**src/hw/rtl/gst_pkg.sv**
```systemverilog
// ----------------------------------------------------------------------------
// gst_pkg
// Shared widths and the gaussian cdf lookup for the shadow texel generator.
// ----------------------------------------------------------------------------
package gst_pkg;

  // field widths
  localparam int unsigned FuncW  = 1;
  localparam int unsigned CoordW = 6;
  localparam int unsigned AlphaW = 8;
  localparam int unsigned RatioW = 6;

  // internal widths, sized for textures of up to 128 texels
  localparam int unsigned DeltaW = 7;   // distance to the solid corner in texels
  localparam int unsigned SumW   = 15;  // dx*dx + dy*dy
  localparam int unsigned RootW  = 16;  // distance, 8 fraction bits
  localparam int unsigned RemW   = 20;  // square root remainder
  localparam int unsigned SolidW = 15;
  localparam int unsigned SigW   = 15;  // scaled sigma
  localparam int unsigned NumW   = 22;  // |dist - solid| * 32
  localparam int unsigned QuotW  = 8;

  // gaussian cdf, 255 fully shadowed down to 0
  localparam logic [7:0] CdfTable [256] = '{
    8'd255,8'd255,8'd255,8'd255,8'd255,8'd255,8'd255,8'd255,
    8'd255,8'd255,8'd255,8'd255,8'd255,8'd255,8'd255,8'd255,
    8'd255,8'd255,8'd255,8'd255,8'd255,8'd255,8'd255,8'd255,
    8'd255,8'd255,8'd255,8'd255,8'd255,8'd255,8'd255,8'd255,
    8'd255,8'd255,8'd255,8'd255,8'd255,8'd255,8'd255,8'd255,
    8'd255,8'd255,8'd255,8'd255,8'd255,8'd255,8'd255,8'd255,
    8'd255,8'd255,8'd255,8'd255,8'd255,8'd255,8'd255,8'd255,
    8'd255,8'd255,8'd255,8'd255,8'd255,8'd255,8'd255,8'd254,
    8'd254,8'd254,8'd254,8'd254,8'd254,8'd254,8'd254,8'd253,
    8'd253,8'd253,8'd253,8'd253,8'd252,8'd252,8'd252,8'd251,
    8'd251,8'd250,8'd250,8'd249,8'd248,8'd248,8'd247,8'd246,
    8'd245,8'd244,8'd243,8'd242,8'd241,8'd239,8'd238,8'd237,
    8'd235,8'd233,8'd231,8'd230,8'd227,8'd225,8'd223,8'd221,
    8'd218,8'd216,8'd213,8'd210,8'd207,8'd204,8'd201,8'd197,
    8'd194,8'd190,8'd187,8'd183,8'd179,8'd175,8'd171,8'd167,
    8'd163,8'd158,8'd154,8'd150,8'd145,8'd141,8'd136,8'd132,
    8'd128,8'd123,8'd119,8'd114,8'd110,8'd105,8'd101,8'd97,
    8'd92, 8'd88, 8'd84, 8'd80, 8'd76, 8'd72, 8'd68, 8'd65,
    8'd61, 8'd58, 8'd54, 8'd51, 8'd48, 8'd45, 8'd42, 8'd39,
    8'd37, 8'd34, 8'd32, 8'd30, 8'd28, 8'd25, 8'd24, 8'd22,
    8'd20, 8'd18, 8'd17, 8'd16, 8'd14, 8'd13, 8'd12, 8'd11,
    8'd10, 8'd9,  8'd8,  8'd7,  8'd7,  8'd6,  8'd5,  8'd5,
    8'd4,  8'd4,  8'd3,  8'd3,  8'd3,  8'd2,  8'd2,  8'd2,
    8'd2,  8'd2,  8'd1,  8'd1,  8'd1,  8'd1,  8'd1,  8'd1,
    8'd1,  8'd1,  8'd0,  8'd0,  8'd0,  8'd0,  8'd0,  8'd0,
    8'd0,  8'd0,  8'd0,  8'd0,  8'd0,  8'd0,  8'd0,  8'd0,
    8'd0,  8'd0,  8'd0,  8'd0,  8'd0,  8'd0,  8'd0,  8'd0,
    8'd0,  8'd0,  8'd0,  8'd0,  8'd0,  8'd0,  8'd0,  8'd0,
    8'd0,  8'd0,  8'd0,  8'd0,  8'd0,  8'd0,  8'd0,  8'd0,
    8'd0,  8'd0,  8'd0,  8'd0,  8'd0,  8'd0,  8'd0,  8'd0,
    8'd0,  8'd0,  8'd0,  8'd0,  8'd0,  8'd0,  8'd0,  8'd0,
    8'd0,  8'd0,  8'd0,  8'd0,  8'd0,  8'd0,  8'd0,  8'd0
  };

  // square root stage payload
  typedef struct packed {
    logic [FuncW-1:0] func;
    logic [SumW-1:0]  sum;
    logic [RootW-1:0] edist;
    logic [RootW-1:0] root;
    logic [RemW-1:0]  rem;
  } sqrt_stage_t;

  // division stage payload
  typedef struct packed {
    logic             neg;
    logic             sat;
    logic [NumW-1:0]  rem;
    logic [QuotW-1:0] quot;
  } div_stage_t;

endpackage

```
**src/hw/rtl/gst_if.sv**
```systemverilog
// ----------------------------------------------------------------------------
// gst channel interfaces
// Texel request, alpha result and configuration write channels.
// ----------------------------------------------------------------------------
interface gst_in_if;
  logic                          valid;
  logic                          ready;
  logic [gst_pkg::FuncW-1:0]     func;
  logic [gst_pkg::CoordW-1:0]    texel_x;
  logic [gst_pkg::CoordW-1:0]    texel_y;
  modport source (output valid, func, texel_x, texel_y, input ready);
  modport sink   (input valid, func, texel_x, texel_y, output ready);
endinterface

interface gst_out_if;
  logic                          valid;
  logic                          ready;
  logic [gst_pkg::AlphaW-1:0]    alpha;
  modport source (output valid, alpha, input ready);
  modport sink   (input valid, alpha, output ready);
endinterface

interface gst_cfg_if;
  logic                          valid;
  logic                          ready;
  logic [gst_pkg::RatioW-1:0]    data;
  modport source (output valid, data, input ready);
  modport sink   (input valid, data, output ready);
endinterface

```
**src/hw/rtl/gaussian_shadow_texel_generator.sv**
```systemverilog
// ----------------------------------------------------------------------------
// gaussian_shadow_texel_generator
// Streams 8-bit gaussian shadow alpha values for corner and edge texels.
// ----------------------------------------------------------------------------
// One texel transaction is accepted every cycle unless the result side
// stalls. Each texel passes through the offset and square registers, the
// one-bit-per-stage square root, the offset from the solid region and the
// one-bit-per-stage divide by the scaled sigma, then the cdf lookup into
// the output register. A stall on the result side holds the whole pipeline.
// Writing solid_ratio looks up solid size and scaled sigma in constant
// tables, so it takes effect on the next cycle.
module gaussian_shadow_texel_generator #(
  parameter int unsigned TEX_DIM = 64
) (
  input  logic        clk_i,
  input  logic        rst_ni,
  gst_cfg_if.sink     cfg_i,
  gst_in_if.sink      in_i,
  gst_out_if.source   out_o
);

  localparam int unsigned SqrtN = gst_pkg::RootW;
  localparam int unsigned DivN  = gst_pkg::QuotW;
  localparam logic [gst_pkg::DeltaW-1:0] MaxCoord = gst_pkg::DeltaW'(TEX_DIM - 1);

  // constant tables of solid size and scaled sigma per ratio
  logic [gst_pkg::SolidW-1:0] solid_lut [64];
  logic [gst_pkg::SigW-1:0]   s2_lut [64];
  for (genvar r = 0; r < 64; r++) begin : g_lut
    localparam int Sol  = r * TEX_DIM * 256 / (TEX_DIM - 1);
    localparam int Blr0 = TEX_DIM * 256 - Sol;
    localparam int Blr  = (Blr0 < 256) ? 256 : Blr0;
    localparam int Sg0  = Blr * 45 / 100;
    localparam int Sg   = (Sg0 < 128) ? 128 : Sg0;
    localparam int S20  = Sg * 1414 / 1000;
    localparam int S2   = (S20 < 1) ? 1 : S20;
    assign solid_lut[r] = gst_pkg::SolidW'(Sol);
    assign s2_lut[r]    = gst_pkg::SigW'(S2);
  end

  // configuration register
  logic [gst_pkg::SolidW-1:0] solid_q;
  logic [gst_pkg::SigW-1:0]   s2_q;
  assign cfg_i.ready = 1'b1;
  always_ff @(posedge clk_i or negedge rst_ni) begin
    if (!rst_ni) begin
      solid_q <= solid_lut[0];
      s2_q    <= s2_lut[0];
    end else if (cfg_i.valid) begin
      solid_q <= solid_lut[cfg_i.data];
      s2_q    <= s2_lut[cfg_i.data];
    end
  end

  // global pipeline advance
  logic en;
  logic out_valid_q;
  assign en       = !out_valid_q || out_o.ready;
  assign in_i.ready = en;

  // stage a: offsets from the solid corner
  logic                        a_valid_q;
  logic [gst_pkg::FuncW-1:0]   a_func_q;
  logic [gst_pkg::DeltaW-1:0]  a_dx_q, a_dy_q;
  logic [gst_pkg::DeltaW-1:0]  x_sat, y_sat;
  always_comb begin
    x_sat = gst_pkg::DeltaW'(in_i.texel_x);
    y_sat = gst_pkg::DeltaW'(in_i.texel_y);
    if (x_sat > MaxCoord) x_sat = MaxCoord;
    if (y_sat > MaxCoord) y_sat = MaxCoord;
  end
  always_ff @(posedge clk_i) begin
    if (en) begin
      a_func_q <= in_i.func;
      a_dx_q   <= MaxCoord - x_sat;
      a_dy_q   <= MaxCoord - y_sat;
    end
  end

  // stage b: squared radius and edge distance, feeding the root pipeline
  gst_pkg::sqrt_stage_t sq_q [SqrtN+1];
  logic                 sq_valid_q [SqrtN+1];
  logic [2*gst_pkg::DeltaW-1:0] dx2, dy2;
  assign dx2 = a_dx_q * a_dx_q;
  assign dy2 = a_dy_q * a_dy_q;
  always_ff @(posedge clk_i) begin
    if (en) begin
      sq_q[0].func  <= a_func_q;
      sq_q[0].sum   <= gst_pkg::SumW'({1'b0, dx2} + {1'b0, dy2});
      sq_q[0].edist <= {1'b0, a_dx_q, 8'h00};
      sq_q[0].root  <= '0;
      sq_q[0].rem   <= '0;
    end
  end

  // square root, one result bit per stage over sum << 16
  for (genvar k = 0; k < SqrtN; k++) begin : g_sqrt
    logic [31:0]               rad;
    logic [gst_pkg::RemW-1:0]  rem_sh, trial;
    gst_pkg::sqrt_stage_t      nxt;
    assign rad = {1'b0, sq_q[k].sum, 16'h0000};
    always_comb begin
      nxt    = sq_q[k];
      rem_sh = {sq_q[k].rem[gst_pkg::RemW-3:0], rad[31-2*k -: 2]};
      trial  = {2'b00, sq_q[k].root, 2'b01};
      if (rem_sh >= trial) begin
        nxt.rem  = rem_sh - trial;
        nxt.root = {sq_q[k].root[gst_pkg::RootW-2:0], 1'b1};
      end else begin
        nxt.rem  = rem_sh;
        nxt.root = {sq_q[k].root[gst_pkg::RootW-2:0], 1'b0};
      end
    end
    always_ff @(posedge clk_i) begin
      if (en) sq_q[k+1] <= nxt;
    end
  end

  // offset from the solid region, sign and magnitude
  gst_pkg::div_stage_t dv_q [DivN+1];
  logic                dv_valid_q [DivN+1];
  logic [gst_pkg::RootW-1:0]  dist_fx;
  logic [gst_pkg::RootW:0]    diff, mag;
  logic [gst_pkg::NumW-1:0]   num;
  assign dist_fx = sq_q[SqrtN].func[0] ? sq_q[SqrtN].edist : sq_q[SqrtN].root;
  assign diff = {1'b0, dist_fx} - {2'b00, solid_q};
  assign mag  = diff[gst_pkg::RootW] ? (~diff + 1'b1) : diff;
  assign num  = {mag, 5'b00000};
  always_ff @(posedge clk_i) begin
    if (en) begin
      dv_q[0].neg  <= diff[gst_pkg::RootW];
      dv_q[0].sat  <= {1'b0, num} >= {s2_q, 8'h00};
      dv_q[0].rem  <= num;
      dv_q[0].quot <= '0;
    end
  end

  // restoring divide by scaled sigma, one quotient bit per stage
  for (genvar j = 0; j < DivN; j++) begin : g_div
    logic [gst_pkg::NumW-1:0] dsr;
    gst_pkg::div_stage_t      nxt;
    assign dsr = gst_pkg::NumW'(s2_q) << (DivN - 1 - j);
    always_comb begin
      nxt = dv_q[j];
      if (dv_q[j].rem >= dsr) begin
        nxt.rem = dv_q[j].rem - dsr;
        nxt.quot[DivN-1-j] = 1'b1;
      end
    end
    always_ff @(posedge clk_i) begin
      if (en) dv_q[j+1] <= nxt;
    end
  end

  // table index with clamping, then lookup
  logic [gst_pkg::QuotW-1:0]  quot;
  logic [7:0]                 idx;
  logic [gst_pkg::AlphaW-1:0] alpha_q;
  assign quot = dv_q[DivN].sat ? '1 : dv_q[DivN].quot;
  always_comb begin
    if (dv_q[DivN].neg) begin
      idx = quot[7] ? 8'd0 : 8'd128 - quot;
    end else begin
      idx = quot[7] ? 8'd255 : 8'd128 + quot;
    end
  end
  always_ff @(posedge clk_i) begin
    if (en) alpha_q <= gst_pkg::CdfTable[idx];
  end

  // valid bits travel with the data
  always_ff @(posedge clk_i or negedge rst_ni) begin
    if (!rst_ni) begin
      a_valid_q   <= 1'b0;
      out_valid_q <= 1'b0;
      for (int i = 0; i <= SqrtN; i++) sq_valid_q[i] <= 1'b0;
      for (int i = 0; i <= DivN; i++) dv_valid_q[i] <= 1'b0;
    end else if (en) begin
      a_valid_q     <= in_i.valid;
      sq_valid_q[0] <= a_valid_q;
      for (int i = 0; i < SqrtN; i++) sq_valid_q[i+1] <= sq_valid_q[i];
      dv_valid_q[0] <= sq_valid_q[SqrtN];
      for (int i = 0; i < DivN; i++) dv_valid_q[i+1] <= dv_valid_q[i];
      out_valid_q   <= dv_valid_q[DivN];
    end
  end

  assign out_o.valid = out_valid_q;
  assign out_o.alpha = alpha_q;

endmodule
```
**src/flat_wrapper.sv**
```systemverilog
// flat-port wrapper written by rule: the top's interface ports become plain ports
module gaussian_shadow_texel_generator_flat 
#(
  parameter int unsigned TEX_DIM = 64
)
  (clk_i, rst_ni, cfg_i_valid, cfg_i_data, cfg_i_ready, in_i_valid, in_i_func, in_i_texel_x, in_i_texel_y, in_i_ready, out_o_valid, out_o_alpha, out_o_ready);
  gst_cfg_if cfg_i_i ();
  gst_in_if in_i_i ();
  gst_out_if out_o_i ();
  input  logic clk_i;
  input  logic rst_ni;
  input wire logic [$bits(cfg_i_i.valid)-1:0] cfg_i_valid;
  input wire logic [$bits(cfg_i_i.data)-1:0] cfg_i_data;
  output wire logic [$bits(cfg_i_i.ready)-1:0] cfg_i_ready;
  input wire logic [$bits(in_i_i.valid)-1:0] in_i_valid;
  input wire logic [$bits(in_i_i.func)-1:0] in_i_func;
  input wire logic [$bits(in_i_i.texel_x)-1:0] in_i_texel_x;
  input wire logic [$bits(in_i_i.texel_y)-1:0] in_i_texel_y;
  output wire logic [$bits(in_i_i.ready)-1:0] in_i_ready;
  output wire logic [$bits(out_o_i.valid)-1:0] out_o_valid;
  output wire logic [$bits(out_o_i.alpha)-1:0] out_o_alpha;
  input wire logic [$bits(out_o_i.ready)-1:0] out_o_ready;
  assign cfg_i_i.valid = cfg_i_valid;
  assign cfg_i_i.data = cfg_i_data;
  assign cfg_i_ready = cfg_i_i.ready;
  assign in_i_i.valid = in_i_valid;
  assign in_i_i.func = in_i_func;
  assign in_i_i.texel_x = in_i_texel_x;
  assign in_i_i.texel_y = in_i_texel_y;
  assign in_i_ready = in_i_i.ready;
  assign out_o_valid = out_o_i.valid;
  assign out_o_alpha = out_o_i.alpha;
  assign out_o_i.ready = out_o_ready;
  gaussian_shadow_texel_generator #(.TEX_DIM(TEX_DIM)) u_core (.clk_i(clk_i), .rst_ni(rst_ni), .cfg_i(cfg_i_i), .in_i(in_i_i), .out_o(out_o_i));
endmodule
```
**config.mk**
```make
export PLATFORM = sky130hd
export DESIGN_NAME = gaussian_shadow_texel_generator_flat
export DESIGN_NICKNAME = d
export VERILOG_FILES = /design/src/hw/rtl/gst_pkg.sv /design/src/hw/rtl/gst_if.sv /design/src/hw/rtl/gaussian_shadow_texel_generator.sv /design/src/flat_wrapper.sv
export SDC_FILE = /design/constraint.sdc
export NUM_CORES = 2
export LEC_CHECK = 0
export ABC_CLOCK_PERIOD_IN_PS = 39500
export BUFFER_PORTS_ARGS = -buffer_cell sky130_fd_sc_hd__buf_4
export CAP_MARGIN = 20
export CELL_PAD_IN_SITES_DETAIL_PLACEMENT = 0
export CELL_PAD_IN_SITES_GLOBAL_PLACEMENT = 1
export CORE_MARGIN = 2
export CORE_UTILIZATION = 53
export DETAILED_ROUTE_END_ITERATION = 10
export PLACE_DENSITY_LB_ADDON = 0.08
export REMOVE_ABC_BUFFERS = 1
export SYNTH_ARGS = -nofsm -noshare
export SYNTH_HDL_FRONTEND = slang
export SYNTH_SLANG_ARGS = --single-unit
```
**constraint.sdc**
```tcl
create_clock -name clk_i -period 39.5 [get_ports clk_i]
set_input_delay 7.9 -clock clk_i [delete_from_list [all_inputs] [get_ports clk_i]]
set_output_delay 7.9 -clock clk_i [all_outputs]
set_load 0.05 [all_outputs]
```
Word level (Yosys, flattened, before mapping). Memory sizes are Yosys's and may differ from the RTL's. A register that Yosys moved wholly into a read port is not among the register bits. Index checks and enable logic that the tools add are counted. W data, S select, Z words.

Flip-flop bits (word level): 43. Bits in latches: 0. Bits in writable memories: 1444. Bits in read-only memories: 3968. Input bits: 24. Memories: 5.

Add/subtract/negate cells: 31. Multiply operators: 2. Div/mod/pow operators: 0. Magnitude comparators: 25. Equal/unequal tests: 0. Shift-type cells: 0. Multiplexer cells: 39. Bitwise logic cells: 3. Reduce and logical (&&, ||, !) cells: 4.

Memory list: (name not given) (words 256, width 8, read ports 1, clocked after memory_dff 1, write ports 0, RTL line gaussian_shadow_texel_generator.sv:168) `if (en) alpha_q <= gst_pkg::CdfTable[idx];`; u_core.sq_q (words 17, width 68, read ports 17, clocked after memory_dff 0, write ports 17, RTL line gaussian_shadow_texel_generator.sv:81) `gst_pkg::sqrt_stage_t sq_q [SqrtN+1];`; (name not given) (words 64, width 15, read ports 1, clocked after memory_dff 1, write ports 0, RTL line gaussian_shadow_texel_generator.sv:50) `solid_q <= solid_lut[cfg_i.data];`; (name not given) (words 64, width 15, read ports 1, clocked after memory_dff 1, write ports 0, RTL line gaussian_shadow_texel_generator.sv:51) `s2_q <= s2_lut[cfg_i.data];`; u_core.dv_q (words 9, width 32, read ports 9, clocked after memory_dff 0, write ports 9, RTL line gaussian_shadow_texel_generator.sv:120) `gst_pkg::div_stage_t dv_q [DivN+1];`.

Operators by type and width (count): $mux W21 (16); $ge A20 B18 Y1 (16); $sub A20 B18 Y20 (16); $mux W22 (7); $mux W8 (4); $mul A7 B7 Y14 (2); $ge A22 B23 Y1 (1); $mux W23 (1); $ge A22 B15 Y1 (1); $ge A22 B16 Y1 (1); $ge A22 B17 Y1 (1); $ge A22 B18 Y1 (1); $ge A22 B19 Y1 (1); $ge A22 B20 Y1 (1); $ge A22 B21 Y1 (1); $ge A22 B22 Y1 (1); $sub A22 B15 Y22 (1); $sub A22 B16 Y22 (1); $sub A22 B17 Y22 (1); $sub A22 B18 Y22 (1); $sub A22 B19 Y22 (1); $sub A22 B20 Y22 (1); $sub A22 B21 Y22 (1); $sub A22 B22 Y22 (1); other kinds (14) (25).

Longest topological paths before layout. An unclocked memory read counts as a cell.

Word-level depth: 7. Mapped depth: 23. Gate-level depth less buffers: 21.

Least setup slack after synthesis. Ideal clock, no wire load.

Path kind: input -> output. Start: input out_o_ready. End: output in_i_ready. Arrival: 30110 ps. Data required time: 31600 ps. Path slack: 1490 ps. Stages on the path: 3. Path buffers: 2. Cells stage by stage: nand2b_1 clkbuf_1 buf_1.

Longest elaborated chain between the ends: 1.

RTL lines: start, declared (RTL line flat_wrapper.sv:22) `input wire logic [$bits(out_o_i.ready)-1:0] out_o_ready;`; $logic_or A1 B1 Y1 (RTL line gaussian_shadow_texel_generator.sv:58) `assign en = !out_valid_q || out_o.ready;`; end, declared (RTL line flat_wrapper.sv:19) `output wire logic [$bits(in_i_i.ready)-1:0] in_i_ready;`.

No other way between the ends.

Worst setup path in the final report. Same ends and word-level chain as after synthesis.

==> key figures <==
Run status
  – Outcome: completed

Clocking
  – Post-CTS Hold Buffers: 0
  – Clock Tree Root: clkbuf_16
  – CTS max path bufs: 3
  – TritonCTS buffer count: 92
  – H-tree levels: 3
  – Clk sink count: ~840
  – Worst skew pair latency: about 660 ps
  – Setup bufs post-CTS: 0
  – # resized after CTS: 0
  – CTS tree: done
  – Worst-path clk slew: 60 ps

STA
  – RSZ-0062 raised after global routing: no
  – Final setup TNS: 0 ps
  – Final period demand of the worst path: 16840 ps
  – Min Hold Slack: 390 ps
  – Setup violators final: 0
  – Max-slew violations: 0
  – Layout Skew: 54.3 ps
  – Max-slew headroom: slightly below 30%
  – Worst slew pin tran: around 1100 ps
  – Hold Vio Cnt, Final: 0
  – Final cycle utilization of the critical path: between 40% and 50%
  – Achievable frequency: between 0.05 and 0.06 GHz

Worst setup path
  – Critical Path AT: 8940 ps
  – CP required: 31600 ps
  – Type of the worst setup path: primary input to primary output
  – Crit path capture type: primary output
  – CP Launch Type: primary input
  – CP Max Fanout: 60

Power
  – P_sw: 0.00165 W
  – Peak supply drop: 0.112 mV
  – Seq pwr share: between 30% and 40%
  – P_int: 0.00280 W
  – Clock network fraction of total power: 19.2%
  – Logic pwr share: between 40 and 50%
  – Leak: 20.3 nW
  – Power density over cell area: just under 90 mW/mm²
  – Switching share of power: 37.0%

Layout
  – Fillers: 7290
  – Sequential Area: 0.0248 mm²
  – Area Growth Syn to Fin: 10.0%
  – Layout cells sized above 1: 8.18%
  – Layout Nets: 4514
  – Multi-input logic area: 0.0199 mm²
  – Final core occ: 58.8%
  – N_diodes: 0

Die
  – Chip width: roughly 300 µm
  – Chip height: 300 µm
  – Floorplan row count: 108
  – Io pins: 35
  – Total core area: 0.0868 mm²
  – Starting Density: 53.5%
  – Die Area: around 0.09 mm²

Global routing
  – Global-route usage over all layers: 20.5%
  – Vias in the first global route: ~29000
  – First-pass GRT wire length: around 150000 µm
  – Largest net degree at the start of global routing: 197
  – Grt ovf: 0
  – Antenna violations before repair: 0

Yosys
  – Top FF cell, synth: edfxtp_1
  – Synthesis Warnings: 0
  – Register area share after synthesis: between 50% and 60%
  – Commonest cells in the netlist: edfxtp_1 (786), ha_1 (344), inv_1 (341)
  – Gate Count Post-Synth: 4036
  – Async S/R FF share, synth: ~5.9%
  – Yosys top cell by area: edfxtp_1
  – FF+latch count, synth: 835
  – EDFF count, synth: between 700 and 800
  – Most frequent cell after synthesis: edfxtp_1
  – Synthesized area: 0.0464 mm²
  – Count of different cell masters after synthesis: 89
  – Top cells by area, synth: edfxtp_1 (51%), ha_1 (9.3%), xnor2_1 (3.3%), a21oi_1 (3.2%), inv_1 (2.8%)
  – Top cell type's share of synthesized area: between 50 and 60%
  – Syn avg cell area: approximately 11 µm²

Route
  – DR WL/cell: about 17 µm
  – DR iter-0 viols: 1924
  – Remaining DRCs: 0
  – Via density: about 5.5
  – ANT nets after route: 0
  – DRT Wirelength: a little over 90000 µm
  – Routed vias: 29400
  – Iteration count of the initial detailed-routing pass: 5

Job
  – Number of max-cap violations: 0

Place
  – Detail Placement HPWL: 64100 µm
  – Port Buffers: 33
  – GPL Wtd Cong: roughly 0.83

Hold path
  – Min-delay worst type: flop to flop
[power groups by stage]
stage / sequential [W] / clock, W / combinational (W)
after detailed placement: 0.00172 / 0 / 0.00188
after CTS: 0.00171 / 0.000875 / 0.00190
after floorplan: 0.00186 / 0 / 0.00145
after global placement: 0.00172 / 0 / 0.00187
after global routing: 0.00175 / 0.000906 / 0.00214
final: 0.00171 / 0.000853 / 0.00189
[critical path: stages]
cell and delay (ps):
buf_4 70, nand2b_4 620, buf_4 330
[area by class of cell]
class | count | area share (%)
Sequential cell | 835 | 48.7
Tap cell | 1155 | 2.83
Clock buffer | 110 | 4.70
Multi-Input combinational cell | 2758 | 39.0
Clock inverter | 59 | 1.26
Timing Repair Buffer | 66 | 1.03
Inverter | 343 | 2.52
[routing by layer]
layer / wire [µm] / track usage [%] / up-vias / part of all wire (%)
met4: 2320 / 5.93 / 0 / 2.5
li1: - / - / 14900 / -
met1: 41200 / 27.2 / 13900 / 45
met3: 3350 / 2.77 / 144 / 3.7
met5: 0 / 0 / - / 0
met2: 44400 / 35.3 / 468 / 49
[sequential cells by signal, indices dropped and copies added, names as in the netlist, 6 cells and up]
signal / flops
u_core.sq_q: 565
u_core.solid_q: 7
u_core.sq_valid_q: 17
u_core.dv_q: 200
u_core.a_dy_q: 6
u_core.dv_valid_q: 9
u_core.s2_q: 14
u_core.a_dx_q: 6
u_core.out_o.alpha: 8
[final timing paths]
kind | start | end | slack, ps | cells past startpoint
max | out_o_ready | in_i_ready | 22660 | 3
min | u_core.dv_q[0][101] | u_core.dv_q[0][133] | 390 | 0
max reg2reg | u_core.a_dx_q[4] | u_core.sq_q[0][64] | 33520 | 20
min reg2reg | u_core.dv_q[0][101] | u_core.dv_q[0][133] | 390 | 0
max in group asynchronous | rst_ni | u_core.dv_valid_q[7] | 31690 | 1
min in group asynchronous | rst_ni | u_core.s2_q[10] | 7320 | 1
[cell usage in the layout, fill, tap and decap left out, drive strengths merged, types with 59 or more instances in the layout]
cell      n
buf      66
xnor2   175
clkbuf  110
ha      344
xor2    118
nor3    101
nor2    313
o21ai   210
inv     346
nand3    59
nand2   253
edfxtp  786
a21oi   301
mux2     87
[cell families after synthesis]
logic type	synth area share, %
simple gates	11.1
compound gates	12.1
flops	53.5
buf+inv	3.64
fa+ha+maj	11.4
xor+xnor	5.53
mux	2.62
other cells	0.0162
[through the flow]
stage | setup slack (ps) | instance area [µm²] | power, W | cells
after floorplan | 4010 | 46000 | 0.00331 | 3936
after global placement | 22620 | 47900 | 0.00359 | 5155
after detailed placement | 22620 | 47900 | 0.00360 | 5155
after CTS | 22620 | 51000 | 0.00448 | 5324
after global routing | 22550 | 51000 | 0.00479 | 5326
final | 22660 | 51000 | 0.00445 | 5326
Note: power is estimated with default switching activity, not from simulation.
